`src/plz_pkg.sv`:
```
// Shared types and constants for the plain LZ77 decompressor.
// Used by plz_ctrl, plz_dp and plain_lz77_decompressor; no dependencies.
package plz_pkg;

  localparam int WIN_DEPTH_DEF = 8192;
  localparam int BURST_DEF     = 64;
  localparam int CFG_AW        = 3;

  // parse phases
  localparam logic [2:0] PH_IND   = 3'd0;
  localparam logic [2:0] PH_ITEM  = 3'd1;
  localparam logic [2:0] PH_TOK2  = 3'd2;
  localparam logic [2:0] PH_NIB   = 3'd3;
  localparam logic [2:0] PH_EXT8  = 3'd4;
  localparam logic [2:0] PH_EXT16 = 3'd5;
  localparam logic [2:0] PH_EXT32 = 3'd6;

  // run status codes
  localparam logic [2:0] ST_RUN      = 3'd0;
  localparam logic [2:0] ST_DONE     = 3'd1;
  localparam logic [2:0] ST_TRUNC    = 3'd2;
  localparam logic [2:0] ST_OFFSET   = 3'd3;
  localparam logic [2:0] ST_OVERFLOW = 3'd4;
  localparam logic [2:0] ST_LENGTH   = 3'd5;
  localparam logic [2:0] ST_MISUSE   = 3'd6;

  localparam logic CMD_FEED = 1'b0;
  localparam logic CMD_CONT = 1'b1;

  localparam logic REG_LIMIT = 1'b0;  // register index (byte address bit 2)

  localparam logic [3:0]  NIB_ESC = 4'hF;
  localparam logic [7:0]  EXT_ESC = 8'd255;
  localparam logic [31:0] LEN_MIN = 32'd22;   // 15 + 7

  typedef struct packed {
    logic accept;
    logic parse;
    logic plan;
    logic rd;
    logic wr;
    logic emit;
  } plz_cmd_t;

  typedef struct packed {
    logic copy_start;
    logic k_zero;
    logic k_last;
    logic out_free;
  } plz_stat_t;

endpackage

```
`src/plz_ctrl.sv`:
```
// Controller state machine of the LZ77 decompressor.
// Depends on plz_pkg; drives plz_dp through plz_cmd_t and reads plz_stat_t.
module plz_ctrl
  import plz_pkg::*;
(
  input  logic      clk,
  input  logic      rst_n,
  input  logic      in_tvalid,
  output logic      in_tready,
  input  plz_stat_t stat,
  output plz_cmd_t  cmd
);

  localparam logic [2:0] S_IDLE  = 3'd0;
  localparam logic [2:0] S_PARSE = 3'd1;
  localparam logic [2:0] S_EMIT  = 3'd2;
  localparam logic [2:0] S_PLAN  = 3'd3;
  localparam logic [2:0] S_RD    = 3'd4;
  localparam logic [2:0] S_WR    = 3'd5;

  logic [2:0] state_r, state_nxt;

  assign in_tready = (state_r == S_IDLE);

  always_comb begin
    state_nxt  = state_r;
    cmd        = '0;
    case (state_r)
      S_IDLE: begin
        if (in_tvalid) begin
          cmd.accept = 1'b1;
          state_nxt  = S_PARSE;
        end
      end
      S_PARSE: begin
        cmd.parse = 1'b1;
        state_nxt = stat.copy_start ? S_PLAN : S_EMIT;
      end
      S_EMIT: begin
        if (stat.out_free) begin
          cmd.emit  = 1'b1;
          state_nxt = S_IDLE;
        end
      end
      S_PLAN: begin
        cmd.plan  = 1'b1;
        state_nxt = stat.k_zero ? S_EMIT : S_RD;
      end
      S_RD: begin
        cmd.rd    = 1'b1;
        state_nxt = S_WR;
      end
      S_WR: begin
        if (stat.out_free) begin
          cmd.wr    = 1'b1;
          state_nxt = stat.k_last ? S_IDLE : S_RD;
        end
      end
      default: state_nxt = S_IDLE;
    endcase
  end

  always_ff @(posedge clk) begin
    if (!rst_n) begin
      state_r <= S_IDLE;
    end else begin
      state_r <= state_nxt;
    end
  end

  a_one_cmd: assert property (@(posedge clk) disable iff (!rst_n)
    $onehot0(cmd)) else $error("more than one datapath command");
  a_rd_then_wr: assert property (@(posedge clk) disable iff (!rst_n)
    cmd.rd |=> (state_r == S_WR)) else $error("history read not followed by write");
  a_accept_parse: assert property (@(posedge clk) disable iff (!rst_n)
    cmd.accept |=> cmd.parse) else $error("accepted item not parsed");

endmodule

```
`config.mk`:
```
export PLATFORM = sky130hd
export DESIGN_NAME = plz_ctrl
export DESIGN_NICKNAME = d
export VERILOG_FILES = /design/src/plz_pkg.sv /design/src/plz_ctrl.sv
export SDC_FILE = /design/constraint.sdc
export NUM_CORES = 1
export LEC_CHECK = 0
export BUFFER_PORTS_ARGS = -buffer_cell sky130_fd_sc_hd__buf_2
export CORE_AREA = 2 2 39 41
export CTS_CLUSTER_DIAMETER = 150
export DETAILED_ROUTE_END_ITERATION = 8
export DIE_AREA = 0 0 41 43
export GPL_TIMING_DRIVEN = 0
export HOLD_SLACK_MARGIN = 0.02
export PLACE_DENSITY = 0.47
export SLEW_MARGIN = 30
export SYNTH_ARGS = -nofsm -noshare
export SYNTH_HDL_FRONTEND = slang
export SYNTH_SLANG_ARGS = --single-unit
```
`constraint.sdc`:
```
create_clock -name clk -period 3.3 [get_ports clk]
set_input_delay 0.66 -clock clk [delete_from_list [all_inputs] [get_ports clk]]
set_output_delay 0.66 -clock clk [all_outputs]
set_load 0.01 [all_outputs]
```
==> out/results.txt, run 1 <==
outcome = completed
row cnt = 14
crit-path max cell delay = 0.22 ns
# resized after CTS = 0
Total GRT Usage = 0.0961
Worst Tran Pin Value = 0.268 ns
Max-Cap Viols = 0
TritonCTS clock tree = done
critical path, cell by cell = buf_2 > and4bb_2 > buf_2
leakage power = 0.172 nW
CP endpoint kind = primary output
Finished Core Util = 0.254
Final Critical Period = 1.81 ns
power per standard cell area = 445 mW/mm^2
crit start category = input port
Synth async-reset ratio = 0
Synth Area in Compound Gates = 0.203
initial antenna violation count = 0
first-pass GRT wire length = 1.03 mm
synth unique cells = 19
largest family of logic cells by synthesized area = simple AND/OR/NAND/NOR gates
Min-Delay Endpoint = state_r[1]
simple-gate share of the synthesized area = 0.391
maximum VDD drop = 118 uV
FF-to-FF End = state_r[0]
Sequential Power Share = 0.268
CP top delay family = buffers and inverters
R2R cell count = 4
reg2reg setup slack = 2.20 ns
clk buf depth = 2
final critical-path setup slack = 1.49 ns
total power draw = 0.000156 W
Crit path required time = 2.64 ns
Num CTS Buffers = 3
filler cell count = 163
grt total ovfl = 0
Hold Crit Start = state_r[2]
IO Count = 14
# diodes = 0
hold_buf cts = 0
mux cell area share after synthesis = 0.0625
Layout area overhead = 46.4%
Final Hold Fails = 0
initial core utilization = 0.174
Final ANT Viol Nets = 0
cell-internal power = 0.000109 W
Crit path arrival time = 1.15 ns
DRC viols = 0
setup_tns = 0 ns
Min Hold Slack = 0.599 ns
die extent in x = 41 um
Synth area leaders = dfxtp_1 (25%), buf_6 (9.4%), nand2b_1 (7.8%), mux2_4 (6.3%), nor3b_1 (6.3%)
core area = 0.00138 mm^2
ys flop type = dfxtp_1
Clk network pwr share = 0.441
via count = 271
Die H = 43 um
max reg flops = 3
Via-to-Cell Ratio = 4.44
Final Wtd Congestion = 0.803
Slew headroom = 0.821
yosys warns = 0
R2R Path Start = state_r[1]
Port Buffers = 13
H-tree depth = 1
largest net degree at the start of global routing = 11
WL/cell = 10.3 um
WP buf/inv = 2
vias in the first global route = 246
Synth Register Bits = 3
Skew-Pair Late Insertion Delay = 0.24 ns
Synth Area in Adders = 0
clk slew on worst S/H paths = 0.04 ns
slowest cell on the critical path = and4bb_2
syn avg cell area = 8.58 um^2
# nets final = 53
Mapped Area = 240 um^2
wirelength, routed = 630 um
switching pwr = 0.0000469 W
unrepaired setup endpoints after global routing = no
most flop-heavy register = state_r
clock sinks = 3
number of synthesized flops with an enable pin = 0
Synth area leader = dfxtp_1
fin crit share = 0.548
Gate Count Post-Synth = 28
CP max FO = 6
Commonest cells post-synth = dfxtp_1 (3), nand2b_1 (3), nor2_1 (3)
post-synthesis sequential area ratio = 0.250
CTS Root Cell = clkbuf_4
top flop regs = state_r (3)
Final setup viols = 0
hold crit path type = register to register
final max-slew violation count = 0
XOR/XNOR share of the synthesized area = 0
Setup Fix Bufs, Post-CTS = 0
pre-CTS WS = 1.50 ns
switching share of power = 0.300
Worst Hold Path Cells = 1
syn nets = 35
Setup CP Type = input port to primary output
first-pass detailed-route iteration total = 2
fraction of layout cells with a size suffix above 1 = 0.444
top-area cell type share of the netlist area = 0.250
CP dominant cell by count = buf_2
Initial DRC Count = 1
Clock Skew = 0.00253 ns
Die Area = 0.00176 mm^2
Comb power frac = 0.291
fmax = 553 MHz
==> cells by family after synthesis <==
| kind of cell | Yosys count |
|---|---|
| and+or+nand+nor | 15 |
| AOI/OAI and AO/OA | 7 |
| DFF | 3 |
| buffers and inverters | 2 |
| muxes | 1 |
==> power groups by stage <==
| stage | clock (W) | combinational (W) | sequential (W) |
|---|---|---|---|
| 2_1_floorplan | 0 | 0.0000315 | 0.0000419 |
| 3_3_place_gp | 0 | 0.0000463 | 0.0000422 |
| 3_5_place_dp | 0 | 0.0000459 | 0.0000425 |
| 4_1_cts | 0.0000710 | 0.0000461 | 0.0000419 |
| 5_1_grt | 0.0000752 | 0.0000507 | 0.0000422 |
| 6_report | 0.0000689 | 0.0000456 | 0.0000419 |
==> metal layers <==
layer / global-route usage / part of all wire
met5: 0 / 0
met4: 0.140 / 0.062
met3: 0.0314 / 0.092
met2: 0.109 / 0.41
met1: 0.108 / 0.43
==> metrics by stage <==
stage | instances | instance area, um^2
floorplan | 28 | 240
global placement | 57 | 325
detailed placement | 57 | 325
CTS | 61 | 352
global route | 61 | 352
finish | 61 | 352
==> how the worst max path moves through the flow <==
stage / from / end / slack (ns) / cells after the start
2_1_floorplan: state_r[1] / cmd[5] / 1.67 / 3
3_3_place_gp: stat[0] / cmd[0] / 1.50 / 3
5_1_grt: state_r[2] / cmd[5] / 1.37 / 3
6_report: stat[0] / cmd[0] / 1.49 / 3
4_1_cts: state_r[1] / cmd[5] / 1.46 / 4
3_5_place_dp: stat[0] / cmd[0] / 1.50 / 3
==> placed cells by master, fill, tap and decap left out <==
| cell type | n |
|---|---|
| and4bb_2 | 1 |
| buf_2 | 13 |
| buf_6 | 2 |
| o31ai_1 | 1 |
| nor3b_1 | 2 |
| nand2b_1 | 3 |
| o21a_1 | 1 |
| nor2b_1 | 2 |
| a31oi_1 | 1 |
| dfxtp_1 | 3 |
| a21o_1 | 1 |
| mux2_4 | 1 |
| a21oi_1 | 1 |
| clkbuf_1 | 1 |
| nor3_1 | 1 |
| and2_1 | 1 |
| nand2_1 | 1 |
| clkbuf_4 | 3 |
| a22oi_1 | 1 |
| o21bai_1 | 1 |
| nor2_1 | 3 |
| and3b_1 | 1 |
==> cell type report <==
class | instances | area, um^2 | area share
tap | 16 | 20.0 | 0.0569
clock buffer | 4 | 26.3 | 0.0747
buffer | 2 | 22.5 | 0.0641
multi-input combinational | 23 | 158 | 0.448
sequential | 3 | 60.1 | 0.171
timing repair buffer | 13 | 65.1 | 0.185
(Power assumes the default switching activity.)
==> run 2: changes to the inputs <==
- ABC_AREA: default -> 1
- PLACE_DENSITY: 0.47 -> 0.46
- clock period: 3.3 -> 1.7 ns (I/O delays scaled with it)
==> out/results.txt, run 2 <==
leakage power = 0.185 nW
post-synthesis sequential area ratio = 0.254
top-area cell type share of the netlist area = 0.254
maximum VDD drop = 362 uV
FF-to-FF End = state_r[0]
Die Area = 0.00176 mm^2
Final ANT Viol Nets = 0
R2R Path Start = state_r[1]
# diodes = 0
synth unique cells = 16
core area = 0.00138 mm^2
most frequent cells in the layout = buf_2 (13), nor2_1 (6), nand3_1 (6)
Setup Fix Bufs, Post-CTS = 0
commonest non-fill, non-tap cell in the layout = buf_2
hpwl dp = 469 um
final max-slew violation count = 0
WL/cell = 8.54 um
unrepaired setup endpoints after global routing = no
largest net degree at the start of global routing = 9
TritonCTS clock tree = done
vias in the first global route = 219
filler cell count = 161
first-pass GRT wire length = 862 um
CTS Root Cell = clkbuf_4
Final Instance Count excl. Fillers = 70
most flop-heavy register = state_r
Num CTS Buffers = 3
# resized after CTS = 0
Layout area overhead = 47.1%
crit-path max cell delay = 0.35 ns
syn nets = 44
clock sinks = 3
clk buf depth = 2
yosys warns = 0
ys flop type = dfxtp_1
H-tree depth = 1
first-pass detailed-route iteration total = 4
Initial DRC Count = 4
via count = 288
Max-Cap Viols = 0
Final setup viols = 0
fmax = 661 MHz
Final Critical Period = 1.51 ns
crit start category = register
Min-Delay Endpoint = state_r[2]
Skew-Pair Late Insertion Delay = 0.23 ns
Final Wtd Congestion = 0.652
Worst Tran Pin Value = 0.199 ns
max reg flops = 3
Die H = 43 um
grt total ovfl = 0
post-route cell area = 348 um^2
hold crit path type = input port to register
reg2reg setup slack = 0.71 ns
fraction of layout cells with a size suffix above 1 = 0.444
R2R cell count = 5
dpl cells = 66
Total GRT Usage = 0.0801
initial core utilization = 0.171
outcome = completed
Gate Count Post-Synth = 37
Worst Hold Path Cells = 3
power per standard cell area = 952 mW/mm^2
Setup CP Type = register to primary output
# nets final = 62
Final Hold Fails = 0
Placed Area = 322 um^2
number of synthesized flops with an enable pin = 0
top flop regs = state_r (3)
Via-to-Cell Ratio = 4.11
fin crit share = 0.891
Slew headroom = 0.866
Clock Skew = 0.00248 ns
IO Count = 14
initial antenna violation count = 0
Finished Core Util = 0.251
Synth Register Bits = 3
setup_tns = 0 ns
Mapped Area = 236 um^2
clk slew on worst S/H paths = 0.04 ns
wirelength, routed = 598 um
CP max FO = 8
CP endpoint kind = primary output
Synth async-reset ratio = 0
hold_buf cts = 0
syn avg cell area = 6.39 um^2
Synth area leaders = dfxtp_1 (25%), nand3_1 (13%), nor2_1 (9.5%), inv_2 (6.3%), nand2_1 (6.3%)
Crit path required time = 1.36 ns
Port Buffers = 13
Crit path arrival time = 1.17 ns
Synth area leader = dfxtp_1
Commonest cells post-synth = nand3_1 (6), nor2_1 (6), inv_2 (4), nand2_1 (4)
DRC viols = 0
row cnt = 14
slowest cell on the critical path = dfxtp_1
die extent in x = 41 um
Hold Crit Start = rst_n
critical path, cell by cell = inv_2 > nand2_1 > nor3_1 > buf_2
-- run 2: cell types whose count changed after synthesis, moves of 3 or more --
| cell | previous run | this run |
|---|---|---|
| nand2b_1 | 3 | 0 |
| nand3_1 | 0 | 6 |
| inv_1 | 0 | 3 |
| nor2_1 | 3 | 6 |
| inv_2 | 0 | 4 |
| nand2_1 | 1 | 4 |
-- run 2: layout make-up --
| class | instances | area (um^2) | share of cell area |
|---|---|---|---|
| Buffer | 1 | 11.3 | 0.0324 |
| Clock buffer | 4 | 26.3 | 0.0755 |
| Inverter | 7 | 26.3 | 0.0755 |
| Multi-Input combinational cell | 26 | 139 | 0.399 |
| Sequential cell | 3 | 60.1 | 0.173 |
| Tap cell | 16 | 20.0 | 0.0576 |
| Timing Repair Buffer | 13 | 65.1 | 0.187 |
-- run 2: per-stage QoR --
step	hold WS (ns)	power, W	setup WS [ns]
3_5_place_dp	0.562	0.000209	0.454
5_1_grt	0.338	0.000364	0.120
6_report	0.321	0.000331	0.186
3_3_place_gp	0.565	0.000209	0.435
4_1_cts	0.318	0.000340	0.193
2_1_floorplan	0.438	0.000171	0.460
-- run 2: worst max-delay path by stage --
stage          slack [ns]       start  cells past startpoint  endpoint
2_1_floorplan        0.46  state_r[2]                      3    cmd[1]
3_3_place_gp         0.43  state_r[1]                      3    cmd[0]
3_5_place_dp         0.45  state_r[1]                      4    cmd[5]
4_1_cts              0.19  state_r[1]                      4    cmd[5]
5_1_grt              0.12  state_r[1]                      4    cmd[5]
6_report             0.19  state_r[1]                      4    cmd[5]
-- run 2: power breakdown --
group	switching [W]	total, W	internal (W)
clock network	0.0000361	0.000124	0.0000879
logic	0.0000696	0.000115	0.0000453
registers	0.0000125	0.0000921	0.0000797
-- run 2: worst max-delay path: cells and delay by family, from the launching register on --
family | cells | cell delay (ns)
flops | 1 | 0.35
buf+inv | 2 | 0.30
simple gates | 2 | 0.28
-- run 2: layer usage --
| metal | routed length [um] | global-route usage |
|---|---|---|
| met5 | 0 | 0 |
| met3 | 52 | 0.0314 |
| met2 | 259 | 0.0938 |
| met4 | 10 | 0.100 |
| met1 | 276 | 0.0924 |
-- run 2: cells by family (layout without fill, tap and decap cells) --
kind of cell,count (synthesis),count (layout),synth area share
compound gates,2,2,0.0529
buf+inv,8,25,0.159
flops,3,3,0.254
simple gates,24,24,0.534
==> run 3: changes to the inputs <==
- PLACE_DENSITY: 0.46 -> 0.39
==> out/results.txt, run 3 (synthesis results as in run 2) <==
die extent in x = 41 um
hpwl dp = 497 um
Final ANT Viol Nets = 0
first-pass detailed-route iteration total = 2
CP max FO = 8
setup_tns = 0 ns
Final Hold Fails = 0
most flop-heavy register = state_r
fin crit share = 0.892
Setup Fix Bufs, Post-CTS = 0
IO Count = 14
Comb power frac = 0.351
Worst Tran Pin Value = 0.231 ns
Die Area = 0.00176 mm^2
maximum VDD drop = 273 uV
leakage power = 0.185 nW
commonest non-fill, non-tap cell in the layout = buf_2
core area = 0.00138 mm^2
fraction of layout cells with a size suffix above 1 = 0.444
final max-slew violation count = 0
Min Hold Slack = 0.332 ns
FF/Latch Area = 60.1 um^2
Die H = 43 um
switching share of power = 0.358
unrepaired setup endpoints after global routing = no
wirelength, routed = 620 um
cell-internal power = 0.000213 W
CTS Root Cell = clkbuf_4
# diodes = 0
Finished Core Util = 0.251
most frequent cells in the layout = buf_2 (13), nor2_1 (6), nand3_1 (6)
Placed Area = 322 um^2
Crit path required time = 1.36 ns
Final setup viols = 0
top flop regs = state_r (3)
Setup CP Type = register to primary output
Initial DRC Count = 3
crit start category = register
Skew-Pair Late Insertion Delay = 0.23 ns
Total GRT Usage = 0.0842
post-route cell area = 348 um^2
Num CTS Buffers = 3
Max-Cap Viols = 0
Clk network pwr share = 0.372
Layout area overhead = 47.1%
Final Wtd Congestion = 0.647
power per standard cell area = 954 mW/mm^2
multi-input logic area = 139 um^2
total power draw = 0.000332 W
fmax = 660 MHz
largest net degree at the start of global routing = 9
initial core utilization = 0.171
outcome = completed
Final Critical Period = 1.52 ns
CP endpoint kind = primary output
via count = 283
# resized after CTS = 0
WL/cell = 8.86 um
hold crit path type = input port to register
Crit path arrival time = 1.18 ns
vias in the first global route = 266
clk buf depth = 2
hold_buf cts = 0
Port Buffers = 13
initial antenna violation count = 0
Clock Skew = 0.00381 ns
Sequential Power Share = 0.277
row cnt = 14
H-tree depth = 1
clock sinks = 3
switching pwr = 0.000119 W
Slew headroom = 0.844
first-pass GRT wire length = 979 um
filler cell count = 182
TritonCTS clock tree = done
grt total ovfl = 0
max reg flops = 3
Via-to-Cell Ratio = 4.04
clk slew on worst S/H paths = 0.04 ns
DRC viols = 0
# nets final = 62
==> run 3: final timing paths <==
| check | from | endpoint | slack, ns | cells after the start |
|---|---|---|---|---|
| setup / recovery | state_r[1] | cmd[0] | 0.18 | 3 |
| setup reg to reg | state_r[1] | state_r[0] | 0.70 | 5 |
| hold / removal | rst_n | state_r[2] | 0.33 | 3 |
| hold reg to reg | state_r[1] | state_r[1] | 0.63 | 2 |
==> run 3: power by group through the flow <==
| stage | Sequential [W] | Clock [W] | Combinational [W] |
|---|---|---|---|
| detailed placement | 0.0000930 | 0 | 0.000118 |
| global route | 0.0000937 | 0.000139 | 0.000134 |
| global placement | 0.0000936 | 0 | 0.000117 |
| CTS | 0.0000921 | 0.000131 | 0.000118 |
| floorplan | 0.0000903 | 0 | 0.0000803 |
| finish | 0.0000920 | 0.000123 | 0.000116 |
==> run 3: layout make-up <==
type / count / area share
plain buffers: 1 / 0.0324
clock buffers: 4 / 0.0755
inverters: 7 / 0.0755
multi-input cells: 26 / 0.399
flip-flops and latches: 3 / 0.173
well taps: 16 / 0.0576
repair buffers: 13 / 0.187
==> run 3: routing by layer <==
metal / global-route usage / routed length, um / part of all wire
met4: 0.0800 / 0 / 0
met3: 0.0157 / 44 / 0.071
met1: 0.102 / 299 / 0.48
met5: 0 / 0 / 0
met2: 0.116 / 275 / 0.44
==> run 3: per-stage QoR <==
stage,setup WS (ns),std cells
finish,0.184,70
global route,0.0610,70
CTS,0.160,70
detailed placement,0.427,66
global placement,0.438,66
floorplan,0.460,37
==> run 3: critical path: stages, from the launching register on <==
cell and delay [ns]:
dfxtp_1 0.41, inv_2 0.11, nor4_1 0.24, buf_2 0.18
